<file path="src/hdl/tfe_pkg.sv">
// shared constants, types and codes for the timed rgba fade engine
`timescale 1ns / 1ps

package tfe_pkg;

	localparam int CHANNEL_BITS = 8;
	localparam int TIME_BITS    = 16;
	localparam int NUM_LANES    = 4;
	localparam int ALPHA_LANE   = 3;
	localparam int CNT_BITS     = $clog2(CHANNEL_BITS);

	typedef logic [CHANNEL_BITS-1:0] chan_t;
	typedef logic [TIME_BITS-1:0]    time_t;
	typedef logic [CNT_BITS-1:0]     cnt_t;
	typedef chan_t [NUM_LANES-1:0]   color_t;

	localparam chan_t CMAX     = {CHANNEL_BITS{1'b1}};
	localparam time_t TMAX     = {TIME_BITS{1'b1}};
	localparam cnt_t  CNT_LAST = CNT_BITS'(CHANNEL_BITS - 1);

	// function codes of a request
	localparam logic FUNC_START = 1'b0;
	localparam logic FUNC_TICK  = 1'b1;

	typedef struct packed {
		logic  func;
		chan_t target_red;
		chan_t target_green;
		chan_t target_blue;
		chan_t target_alpha;
		time_t duration_ms;
		time_t elapsed_ms;
	} req_t;

	typedef struct packed {
		chan_t cur_red;
		chan_t cur_green;
		chan_t cur_blue;
		chan_t cur_alpha;
		chan_t modulation;
		logic  overlay_on;
		logic  busy_res;
	} rsp_t;

	// lane sequencing from the control fsm
	typedef struct packed {
		logic load;
		logic step;
	} lane_ctl_t;

	// architectural fade state that a tick may change
	typedef struct packed {
		color_t now;
		logic   in_progress;
		logic   overlay;
		chan_t  mod;
	} fade_upd_t;

	typedef enum logic [1:0] {
		ST_IDLE,
		ST_EVAL,
		ST_DIV,
		ST_DONE
	} fade_state_t;

endpackage

</file>
<file path="src/hdl/tfe_lane.sv">
// one interpolation lane: product register and restoring divider
`timescale 1ns / 1ps

module tfe_lane (
	input  logic                clk,
	input  tfe_pkg::lane_ctl_t  ctl,
	input  tfe_pkg::chan_t      from,
	input  tfe_pkg::chan_t      to,
	input  tfe_pkg::time_t      t,
	input  tfe_pkg::time_t      e,
	output tfe_pkg::chan_t      value
);

	logic                                         neg;
	tfe_pkg::chan_t                               diff;
	logic [tfe_pkg::CHANNEL_BITS+tfe_pkg::TIME_BITS-1:0] prod;
	logic [tfe_pkg::TIME_BITS-1:0]                rem_q;
	tfe_pkg::chan_t                               quo_q;
	logic [tfe_pkg::TIME_BITS:0]                  shifted;
	logic [tfe_pkg::TIME_BITS+1:0]                trial;

	assign neg     = (to < from);
	assign diff    = neg ? (from - to) : (to - from);
	assign prod    = diff * t;
	assign shifted = {rem_q, quo_q[tfe_pkg::CHANNEL_BITS-1]};
	assign trial   = {1'b0, shifted} - {2'b00, e};

	// quotient bits shift in from the bottom as dividend bits leave the top
	always_ff @(posedge clk) begin
		if (ctl.load) begin
			rem_q <= prod[tfe_pkg::CHANNEL_BITS+tfe_pkg::TIME_BITS-1:tfe_pkg::CHANNEL_BITS];
			quo_q <= prod[tfe_pkg::CHANNEL_BITS-1:0];
		end else if (ctl.step) begin
			if (!trial[tfe_pkg::TIME_BITS+1]) begin
				rem_q <= trial[tfe_pkg::TIME_BITS-1:0];
				quo_q <= {quo_q[tfe_pkg::CHANNEL_BITS-2:0], 1'b1};
			end else begin
				rem_q <= shifted[tfe_pkg::TIME_BITS-1:0];
				quo_q <= {quo_q[tfe_pkg::CHANNEL_BITS-2:0], 1'b0};
			end
		end
	end

	// truncation toward the start value
	assign value = neg ? (from - quo_q) : (from + quo_q);

endmodule

</file>
<file path="src/hdl/tfe_merge.sv">
// merging stage: applies the tick rules to the lane results
`timescale 1ns / 1ps

module tfe_merge (
	input  tfe_pkg::color_t     start_color,
	input  tfe_pkg::color_t     goal_color,
	input  tfe_pkg::color_t     lane_val,
	input  tfe_pkg::fade_upd_t  cur,
	input  logic                reached,
	output tfe_pkg::fade_upd_t  upd
);

	logic goal_rgb_zero;
	logic goal_clear;
	logic start_clear;

	assign goal_rgb_zero = (goal_color[0] == '0) && (goal_color[1] == '0)
		&& (goal_color[2] == '0);
	assign goal_clear    = (goal_color[tfe_pkg::ALPHA_LANE] == '0);
	assign start_clear   = (start_color[tfe_pkg::ALPHA_LANE] == '0);

	always_comb begin
		upd = cur;
		if (cur.in_progress) begin
			if (reached) begin
				// snap to the target and settle overlay and modulation
				upd.now         = goal_color;
				upd.in_progress = 1'b0;
				if (cur.overlay) begin
					if (goal_clear || goal_rgb_zero) begin
						upd.overlay = 1'b0;
						upd.mod     = tfe_pkg::CMAX - goal_color[tfe_pkg::ALPHA_LANE];
					end
				end else begin
					upd.mod = tfe_pkg::CMAX - goal_color[tfe_pkg::ALPHA_LANE];
				end
			end else begin
				upd.now[tfe_pkg::ALPHA_LANE] = lane_val[tfe_pkg::ALPHA_LANE];
				for (int k = 0; k < tfe_pkg::ALPHA_LANE; k++) begin
					if (goal_clear) begin
						upd.now[k] = start_color[k];
					end else if (start_clear) begin
						upd.now[k] = goal_color[k];
					end else begin
						upd.now[k] = lane_val[k];
					end
				end
				if (!cur.overlay) begin
					upd.mod = tfe_pkg::CMAX - lane_val[tfe_pkg::ALPHA_LANE];
				end
			end
		end
	end

endmodule

</file>
<file path="src/hdl/timed_rgba_fade_engine.sv">
// top level of the timed rgba fade engine: control, state, lanes and result register
`timescale 1ns / 1ps

// channel | handshake            | payload
// req     | req_valid/req_ready  | tfe_pkg::req_t, start (func 0) or tick (func 1)
// rsp     | rsp_valid/rsp_ready  | tfe_pkg::rsp_t, one result per request
//
// a tick that interpolates runs ST_EVAL, ST_DIV and ST_DONE from accept to result,
// ST_DIV stepping the bit-per-cycle divider in each lane
// starts that snap, idle ticks and end-of-fade ticks skip ST_DIV
// reset clears the fade state; modulation comes out of reset at full scale
// a new request is taken while the previous result still waits in the result register;
// a stalled result only holds the fsm at its final step

module timed_rgba_fade_engine (
	input  logic            clk,
	input  logic            arst_n,
	input  logic            req_valid,
	output logic            req_ready,
	input  tfe_pkg::req_t   req,
	output logic            rsp_valid,
	input  logic            rsp_ready,
	output tfe_pkg::rsp_t   rsp
);

	tfe_pkg::fade_state_t state_q, state_nxt;
	tfe_pkg::cnt_t        cnt_q;

	// architectural fade state
	tfe_pkg::color_t start_q;
	tfe_pkg::color_t goal_q;
	tfe_pkg::color_t now_q;
	tfe_pkg::time_t  time_now_q;
	tfe_pkg::time_t  time_end_q;
	tfe_pkg::time_t  elapsed_q;
	logic            busy_q;
	logic            overlay_q;
	tfe_pkg::chan_t  mod_q;

	tfe_pkg::rsp_t   rsp_q;
	logic            rsp_valid_q;

	tfe_pkg::lane_ctl_t lane_ctl;
	tfe_pkg::color_t    lane_val;
	tfe_pkg::color_t    target;
	tfe_pkg::fade_upd_t cur;
	tfe_pkg::fade_upd_t upd;

	logic                     accept;
	logic                     commit;
	logic                     reached;
	logic                     start_ovl;
	logic [tfe_pkg::TIME_BITS:0] time_sum;
	tfe_pkg::time_t           time_sat;

	assign accept  = req_valid && req_ready;
	assign reached = (time_now_q >= time_end_q);
	assign target  = {req.target_alpha, req.target_blue, req.target_green, req.target_red};

	// overlay stays off only when both the current and the target rgb are black
	assign start_ovl = !((now_q[0] == '0) && (now_q[1] == '0) && (now_q[2] == '0)
		&& (req.target_red == '0) && (req.target_green == '0)
		&& (req.target_blue == '0));

	// elapsed time saturates at the top of the time range
	assign time_sum = {1'b0, time_now_q} + {1'b0, elapsed_q};
	assign time_sat = time_sum[tfe_pkg::TIME_BITS] ? tfe_pkg::TMAX
		: time_sum[tfe_pkg::TIME_BITS-1:0];

	// next state
	always_comb begin
		state_nxt = state_q;
		case (state_q)
			tfe_pkg::ST_IDLE: begin
				if (accept) state_nxt = tfe_pkg::ST_EVAL;
			end
			tfe_pkg::ST_EVAL: begin
				// only an unfinished fade needs the divider
				if (busy_q && !reached) state_nxt = tfe_pkg::ST_DIV;
				else                    state_nxt = tfe_pkg::ST_DONE;
			end
			tfe_pkg::ST_DIV: begin
				if (cnt_q == tfe_pkg::CNT_LAST) state_nxt = tfe_pkg::ST_DONE;
			end
			tfe_pkg::ST_DONE: begin
				if (commit) state_nxt = tfe_pkg::ST_IDLE;
			end
			default: state_nxt = tfe_pkg::ST_IDLE;
		endcase
	end

	// fsm outputs
	always_comb begin
		req_ready     = 1'b0;
		lane_ctl.load = 1'b0;
		lane_ctl.step = 1'b0;
		commit        = 1'b0;
		case (state_q)
			tfe_pkg::ST_IDLE: req_ready     = 1'b1;
			tfe_pkg::ST_EVAL: lane_ctl.load = 1'b1;
			tfe_pkg::ST_DIV:  lane_ctl.step = 1'b1;
			tfe_pkg::ST_DONE: commit        = !rsp_valid_q || rsp_ready;
			default: begin
				req_ready = 1'b0;
			end
		endcase
	end

	always_ff @(posedge clk or negedge arst_n) begin
		if (!arst_n) begin
			state_q <= tfe_pkg::ST_IDLE;
			cnt_q   <= '0;
		end else begin
			state_q <= state_nxt;
			if (lane_ctl.load)      cnt_q <= '0;
			else if (lane_ctl.step) cnt_q <= cnt_q + 1'b1;
		end
	end

	// one lane per color channel, all sharing the same time ratio
	for (genvar g = 0; g < tfe_pkg::NUM_LANES; g++) begin : g_lane
		tfe_lane u_lane (
			.clk   (clk),
			.ctl   (lane_ctl),
			.from  (start_q[g]),
			.to    (goal_q[g]),
			.t     (time_now_q),
			.e     (time_end_q),
			.value (lane_val[g])
		);
	end

	assign cur.now         = now_q;
	assign cur.in_progress = busy_q;
	assign cur.overlay     = overlay_q;
	assign cur.mod         = mod_q;

	tfe_merge u_merge (
		.start_color (start_q),
		.goal_color  (goal_q),
		.lane_val    (lane_val),
		.cur         (cur),
		.reached     (reached),
		.upd         (upd)
	);

	// fade state: a start loads on accept, every request commits its tick at the end
	always_ff @(posedge clk or negedge arst_n) begin
		if (!arst_n) begin
			start_q    <= '0;
			goal_q     <= '0;
			now_q      <= '0;
			time_now_q <= '0;
			time_end_q <= '0;
			elapsed_q  <= '0;
			busy_q     <= 1'b0;
			overlay_q  <= 1'b0;
			mod_q      <= tfe_pkg::CMAX;
		end else if (accept) begin
			if (req.func == tfe_pkg::FUNC_START) begin
				start_q    <= now_q;
				goal_q     <= target;
				time_now_q <= '0;
				time_end_q <= req.duration_ms;
				busy_q     <= 1'b1;
				overlay_q  <= start_ovl;
				if (start_ovl) mod_q <= tfe_pkg::CMAX;
				// the start's own tick counts no time
				elapsed_q  <= '0;
			end else begin
				elapsed_q  <= req.elapsed_ms;
			end
		end else if (commit) begin
			now_q     <= upd.now;
			busy_q    <= upd.in_progress;
			overlay_q <= upd.overlay;
			mod_q     <= upd.mod;
			// an idle tick does not count time
			if (busy_q) time_now_q <= time_sat;
		end
	end

	// result register parts the two sides
	always_ff @(posedge clk or negedge arst_n) begin
		if (!arst_n) begin
			rsp_valid_q <= 1'b0;
		end else if (commit) begin
			rsp_valid_q <= 1'b1;
		end else if (rsp_ready) begin
			rsp_valid_q <= 1'b0;
		end
	end

	always_ff @(posedge clk) begin
		if (commit) begin
			rsp_q.cur_red    <= upd.now[0];
			rsp_q.cur_green  <= upd.now[1];
			rsp_q.cur_blue   <= upd.now[2];
			rsp_q.cur_alpha  <= upd.now[tfe_pkg::ALPHA_LANE];
			rsp_q.modulation <= upd.mod;
			rsp_q.overlay_on <= upd.overlay;
			rsp_q.busy_res   <= upd.in_progress;
		end
	end

	assign rsp_valid = rsp_valid_q;
	assign rsp       = rsp_q;

	// without overlay the settled modulation always tracks the current alpha
	a_mod_tracks_alpha: assert property (@(posedge clk) disable iff (!arst_n)
		(state_q == tfe_pkg::ST_IDLE && !overlay_q)
			|-> (mod_q == tfe_pkg::CMAX - now_q[tfe_pkg::ALPHA_LANE]))
		else $error("modulation out of step with alpha while overlay is off");

	// the divider runs exactly one pass before the result is committed
	a_div_len: assert property (@(posedge clk) disable iff (!arst_n)
		(state_q == tfe_pkg::ST_DIV && cnt_q == tfe_pkg::CNT_LAST)
			|=> (state_q == tfe_pkg::ST_DONE))
		else $error("divider pass did not end in the commit step");

	// an idle tick leaves the color untouched
	a_idle_hold: assert property (@(posedge clk) disable iff (!arst_n)
		(commit && !busy_q) |=> ($stable(now_q) && $stable(mod_q) && $stable(overlay_q)))
		else $error("idle tick changed the fade state");

	// a result is never committed over one that was not taken
	a_no_overwrite: assert property (@(posedge clk) disable iff (!arst_n)
		commit |-> (!rsp_valid_q || rsp_ready))
		else $error("result register overwritten");

endmodule
</file>
<file path="config.mk">
export PLATFORM = sky130hd
export DESIGN_NAME = timed_rgba_fade_engine
export DESIGN_NICKNAME = d
export VERILOG_FILES = /design/src/hdl/tfe_pkg.sv /design/src/hdl/tfe_lane.sv /design/src/hdl/tfe_merge.sv /design/src/hdl/timed_rgba_fade_engine.sv
export SDC_FILE = /design/constraint.sdc
export NUM_CORES = 2
export LEC_CHECK = 0
export BUFFER_PORTS_ARGS = -buffer_cell sky130_fd_sc_hd__clkbuf_2
export CORE_MARGIN = 8
export CORE_UTILIZATION = 40
export DETAILED_ROUTE_END_ITERATION = 10
export PLACE_DENSITY = 0.64
export SLEW_MARGIN = 25
export SYNTH_ARGS = -nofsm -noshare
export SYNTH_HDL_FRONTEND = slang
export SYNTH_HIERARCHICAL = 1
export SYNTH_SLANG_ARGS = --single-unit
</file>
<file path="constraint.sdc">
create_clock -name clk -period 7 [get_ports clk]
set_clock_uncertainty 0.15 [all_clocks]
set_input_delay 1.05 -clock clk [delete_from_list [all_inputs] [get_ports clk]]
set_output_delay 1.05 -clock clk [all_outputs]
set_load 0.01 [all_outputs]
</file>
Word level (Yosys, flattened, before mapping)
Cells that the tools add are included.

cells by class
  equality and inequality tests = 9
  magnitude comparators = 5
  bitwise logic cells = 2
  $mul = 4
  add/subtract/negate cells = 24
  mux-type cells = 75
  reductions and logical operators = 36

operators with widths
  operator               count
  $mux W16               18
  $mux W8                29
  $mul A8 B16 Y24        4
  $sub A8 B8 Y8          12
  $logic_not A8 Y1       11
  $sub A17 B16 Y18       4
  $mux W42               1
  $add A8 B8 Y8          4
  $lt A8 B8 Y1           4
  $mux W32               1
  $mux W1                18
  $add A16 B16 Y17       1
  $ge A16 B16 Y1         1
  $sub A8 B8 Y8 const A  2
  $ne A2 B2 Y1 const B   5
  $logic_and A1 B1 Y1    9
  $mux W9                1
  $reduce_and A3 Y1      3
  $mux W2                4
  $pmux W2 S4            1
  $reduce_bool A2 Y1     4
  $mux W3                2
  $reduce_and A2 Y1      3
  $eq A2 B2 Y1 const B   2
  7 further kinds        11

storage, ports and cells
  output and inout bits = 44
  bits in registers = 298
  input port bits = 69
  word-level logic and storage cells = 191

Logic depth before layout (Yosys ltp)
  word-level depth = 10
  gate-level depth with buffers = 31
  depth with buffers taken out = 29

Hierarchy
Netlist, hierarchy kept.

by module, submodules not included
  module                           area an instance (um^2)  sequential area each (um^2)  cells an instance  instances
  tfe_lane (g_lane[0].u_lane ...)  7045.5                   720.7                        809                2
  timed_rgba_fade_engine           8667.1                   5275.1                       856                1
  tfe_lane (g_lane[3].u_lane)      8086.5                   720.7                        973                1
  tfe_lane (g_lane[2].u_lane)      6982.9                   720.7                        797                1
  tfe_merge                        1465.2                   0.0                          228                1

Least setup slack after synthesis
Ideal clock, no wire load.

  path kind = reg-to-reg
  from = register goal_q[16] (netlist bit)
  to = register g_lane[2].u_lane/rem_q[8] (netlist bit) (data pin)
  setup time = 0.276 ns
  path buffers = 3
  period minus slack after synthesis = 6.982 ns
  slack = 0.018 ns
  data arrival time = 6.556 ns
  data required time = 6.574 ns
  stages on the path, launching flop included = 30
  path through = dfrtp_1 > inv_1 > ha_1 > inv_1 > fa_1 > a21o_1 > a21oi_1 > o221a_1 > buf_2 > buf_2 > mux2i_1 > xnor2_1 > buf_2 > nand2_1 > fa_1 > fa_1 > inv_1 > fa_1 > inv_1 > fa_1 > inv_1 > ha_1 > nor3_1 > o211ai_1 > a311o_1 > a21o_1 > a21o_1 > a21o_1 > xnor2_1 > a22oi_1

on the way
  longest elaborated chain between the ends = 4
  elaborated cells between the ends (all ways) = 6
  those cells by class = 2 x add/sub; 1 x mul; 1 x order compare; 2 x mux

ends and longest elaborated chain
  what                                                  RTL line                        source
  from (decl)                                           timed_rgba_fade_engine.sv:31    tfe_pkg::color_t goal_q;
  from (signal assigned)                                timed_rgba_fade_engine.sv:162   goal_q <= target;
  $sub A8 B8 Y8 / $lt A8 B8 Y1 (equally long branches)  tfe_lane.sv:23, tfe_lane.sv:22
  $mux W8 (*)                                           tfe_lane.sv:23                  assign diff = neg ? (from - to) : (to - from);
  $mul A8 B16 Y24 (*)                                   tfe_lane.sv:24                  assign prod = diff * t;
  $mux W16 (*)                                          tfe_lane.sv:30                  if (ctl.load) begin
  to (signal assigned)                                  tfe_lane.sv:31                  rem_q <= prod[tfe_pkg::CHANNEL_BITS+tfe_pkg::TIME_BITS-1:tfe_pkg::CHANNEL_BITS];
  to (signal assigned)                                  tfe_lane.sv:35                  rem_q <= trial[tfe_pkg::TIME_BITS-1:0];
  to (signal assigned)                                  tfe_lane.sv:38                  rem_q <= shifted[tfe_pkg::TIME_BITS-1:0];
  to (decl)                                             tfe_lane.sv:17                  logic [tfe_pkg::TIME_BITS-1:0] rem_q;

Mark *: on every way between the ends. The rest lies on a longest branch, timed or not.
A chain may end at the register's enable or synchronous reset.

Worst setup path after layout
  from = register goal_q[16] (netlist bit)
  to = register g_lane[2].u_lane/rem_q[12] (netlist bit) (data pin)

The elaborated chain is that of the path after synthesis.

==> metrics.csv <==
stage;metric;value;unit
cells_and_area;most common cell after layout, fill and taps aside;inv_1;
status;failing checks;negative setup slack;
routing;First DRT Iteration DRCs;2320;
job;Max-Cap Viols;0;
clock_tree;H-tree levels;2;
sta;Relative slew margins;30.3;%
sta;final worst slack;-0.0803;ns
clock_tree;hold buffers post-CTS;0;
floorplanning;Initial Util;40.2;%
status;outcome;finished with violations;
synthesis;Synth warnings;6;
synthesis;top cells by area, synth;fa_1, ha_1, edfxtp_1;
floorplanning;die height;329;um
synthesis;syn nets;5272;
floorplanning;row count;115;
synthesis;register area share after synthesis;20.8;%
placement;worst slack, placed;-0.314;ns
sta;final cycle utilization of the critical path;101;%
worst_setup_path;CP required;7.17;ns
cells_and_area;Final #Nets;5634;
worst_setup_path;Worst path max stage delay;0.53;ns
synthesis;#FFs+latches synth;298;
routing;vias per cell;5.40;
floorplanning;die area;109000;um2
worst_setup_path;Worst Path Arrival;7.25;ns
sta;final setup fails;5;
sta;Final Hold Fails;0;
cells_and_area;area grow syn2layout;18.4;%
global_routing;largest net degree at the start of global routing;145;
synthesis;Netlist Area Pre-Place;39300;um2
worst_setup_path;CP Class;reg2reg;
clock_tree;Num CTS Buffers;39;
routing;Final ANT Viol Nets;0;
global_routing;first-pass GRT wire length;178000;um
global_routing;grt ovf;0;
sta;RSZ-0062 raised after global routing;yes;
worst_setup_path;Bufs and invs on worst path;6;
routing;Post-Route WL;111000;um
synthesis;asr flop ratio synth;53.7;%
sta;post-route setup TNS;-0.257;ns
sta;Peak Freq;141;MHz
clock_tree;Sink Count;298;
clock_tree;clock buffer depth;3;
routing;DR pass1 iterations;6;
worst_setup_path;delay-heaviest family, CP;adder cells;
synthesis;top cell type by total area after synthesis;fa_1;
worst_hold_path;Hold/Removal Path Class;reg2reg;
clock_tree;CTS tree;built;
worst_setup_path;CP max stage cell;fa_1;
routing;drc violations;0;
global_routing;number of global-route vias before repair;32796;
synthesis;Unique masters post-synth;117;
clock_tree;clock transition at the registers of the reported paths;0.06;ns
placement;buffers added on ports;112;
clock_tree;worst skew pair latency;0.59;ns
floorplanning;Core Region;97800;um2
synthesis;Synth Area per Inst;8.79;um2
routing;vias post-DR;33214;
cells_and_area;most frequent cells in the layout;inv_1, nand2_1, ha_1, fa_1, buf_4;
routing;per-cell routed wire length;18.1;um
sta;clock period minus worst slack;7.08;ns
floorplanning;I/O Pins;113;
sta;fin. max-slew vios;0;
worst_setup_path;Worst setup SP type;flip-flop;
worst_setup_path;CP endpoint kind;flip-flop;
global_routing;Overall Global Routing Usage;20.0;%
synthesis;Synth Instances;4472;
sta;WHS;0.335;ns
placement;GPL Wtd Cong;0.887;
synthesis;number of synthesized flops with an enable pin;138;
placement;post-DP HPWL;83900;um
global_routing;initial antenna violation count;3;
cells_and_area;share of cells above drive strength 1;18.5;%
clock_tree;Root Buffer;clkbuf_16;
floorplanning;die width;329;um
synthesis;prevailing post-synth register cell;dfrtp_1;
synthesis;area share of the largest cell type after synthesis;18.0;%
worst_setup_path;Crit Path Max Fanout;5;
sta;Worst Tran Pin Value;1.05;ns
==> logic make-up (layout without fill, tap and decap cells) <==
family                     Yosys count  count (layout)  synth area share (%)
muxes                               73              73                  2.04
AOI/OAI and AO/OA                  896             896                  15.3
DFF                                298             298                  20.8
adders and majority gates          731             731                  30.0
xor gates and xnor gates           189             189                  4.37
and+or+nand+nor                   1485            1485                  19.4
buffers and inverters              800            1193                  8.09
other                                0               2                     0
==> state kept, by name (all words and copies together) (netlist names), 32 cells and up <==
signal	cells
g_lane.u_lane/rem_q	64
rsp	42
g_lane.u_lane/quo_q	32
start_q	32
goal_q	32
cur	32
==> worst reg2reg max path: cells and delay by family (launching register included) <==
family	cells	cell delay, ns
fa+ha+maj	7	2.69
compound gates	11	2.31
buf+inv	6	0.58
flops	1	0.39
mux	1	0.28
simple gates	2	0.20
xor+xnor	1	0.19
==> Yosys cell counts (20+ instances only) <==
library cell  instances
inv_1               636
nand4_1              20
and2_1              268
xor2_1               55
mux2_2               21
nand2b_1             47
nor4_1               24
o21a_1               35
and3_1               44
a31oi_1              42
nor2b_1             131
nor3_1               32
a22oi_1              32
xnor2_1             129
ha_1                378
a211oi_1             58
o21ai_1              46
dfrtp_1             152
nand3_1              49
o211ai_1             27
nand2_1             573
mux2i_1              46
o21ai_0             165
nor2_1              160
a21oi_1             208
edfxtp_1            138
buf_2                29
fa_1                353
clkbuf_1            102
a21o_1               63
==> path summary, 6_finish.rpt <==
path | slack [ns] | cells after the start | start | to
worst max-delay path | -0.08 | 28 | goal_q[16] | g_lane[2].u_lane/rem_q[12]
worst min-delay path | 0.33 | 2 | elapsed_q[10] | elapsed_q[10]
worst max register to register | -0.08 | 28 | goal_q[16] | g_lane[2].u_lane/rem_q[12]
worst min register to register | 0.33 | 2 | elapsed_q[10] | elapsed_q[10]
max in group asynchronous | 5.13 | 2 | arst_n | time_now_q[1]
min in group asynchronous | 0.34 | 1 | arst_n | cur[13]
==> per-stage QoR <==
stage / utilization, % / cell area (um2) / std cells
final: 47.5 / 46500 / 6154
after CTS: 46.1 / 45100 / 6121
after global placement: 44.3 / 43300 / 6036
after detailed placement: 44.3 / 43300 / 6036
after global routing: 47.5 / 46500 / 6152
after floorplan: - / 39300 / 4472
==> layer usage <==
metal | GRT usage [%] | part of all wire, % | up-vias
met5 | 0 | 0.026 | -
met4 | 5.89 | 2.8 | 4
met2 | 32.0 | 46 | 921
li1 | - | - | 15701
met1 | 27.7 | 45 | 16442
met3 | 3.63 | 6.7 | 146
==> what timing repair did <==
action | in CTS | in global routing
gates cloned | 0 | 1
resized for setup | 62 | 250
hold endpoints to repair | 0 | 0
buffers inserted | 13 | 39
setup endpoints to repair | 28 | 39
pin swaps | 44 | 199
==> cell type report <==
class / instances / area [um2]
fill: 9282 / 51300
multi-input combinational: 3374 / 29300
sequential: 298 / 8160
timing repair buffer: 483 / 3610
inverter: 638 / 2400
tap: 1287 / 1610
clock buffer: 46 / 1050
clock inverter: 26 / 329
antenna: 2 / 5.00
Power is left out: the tool's default activity adds up to more than one toggle a clock period on the data nets, which glitch-free logic cannot reach.
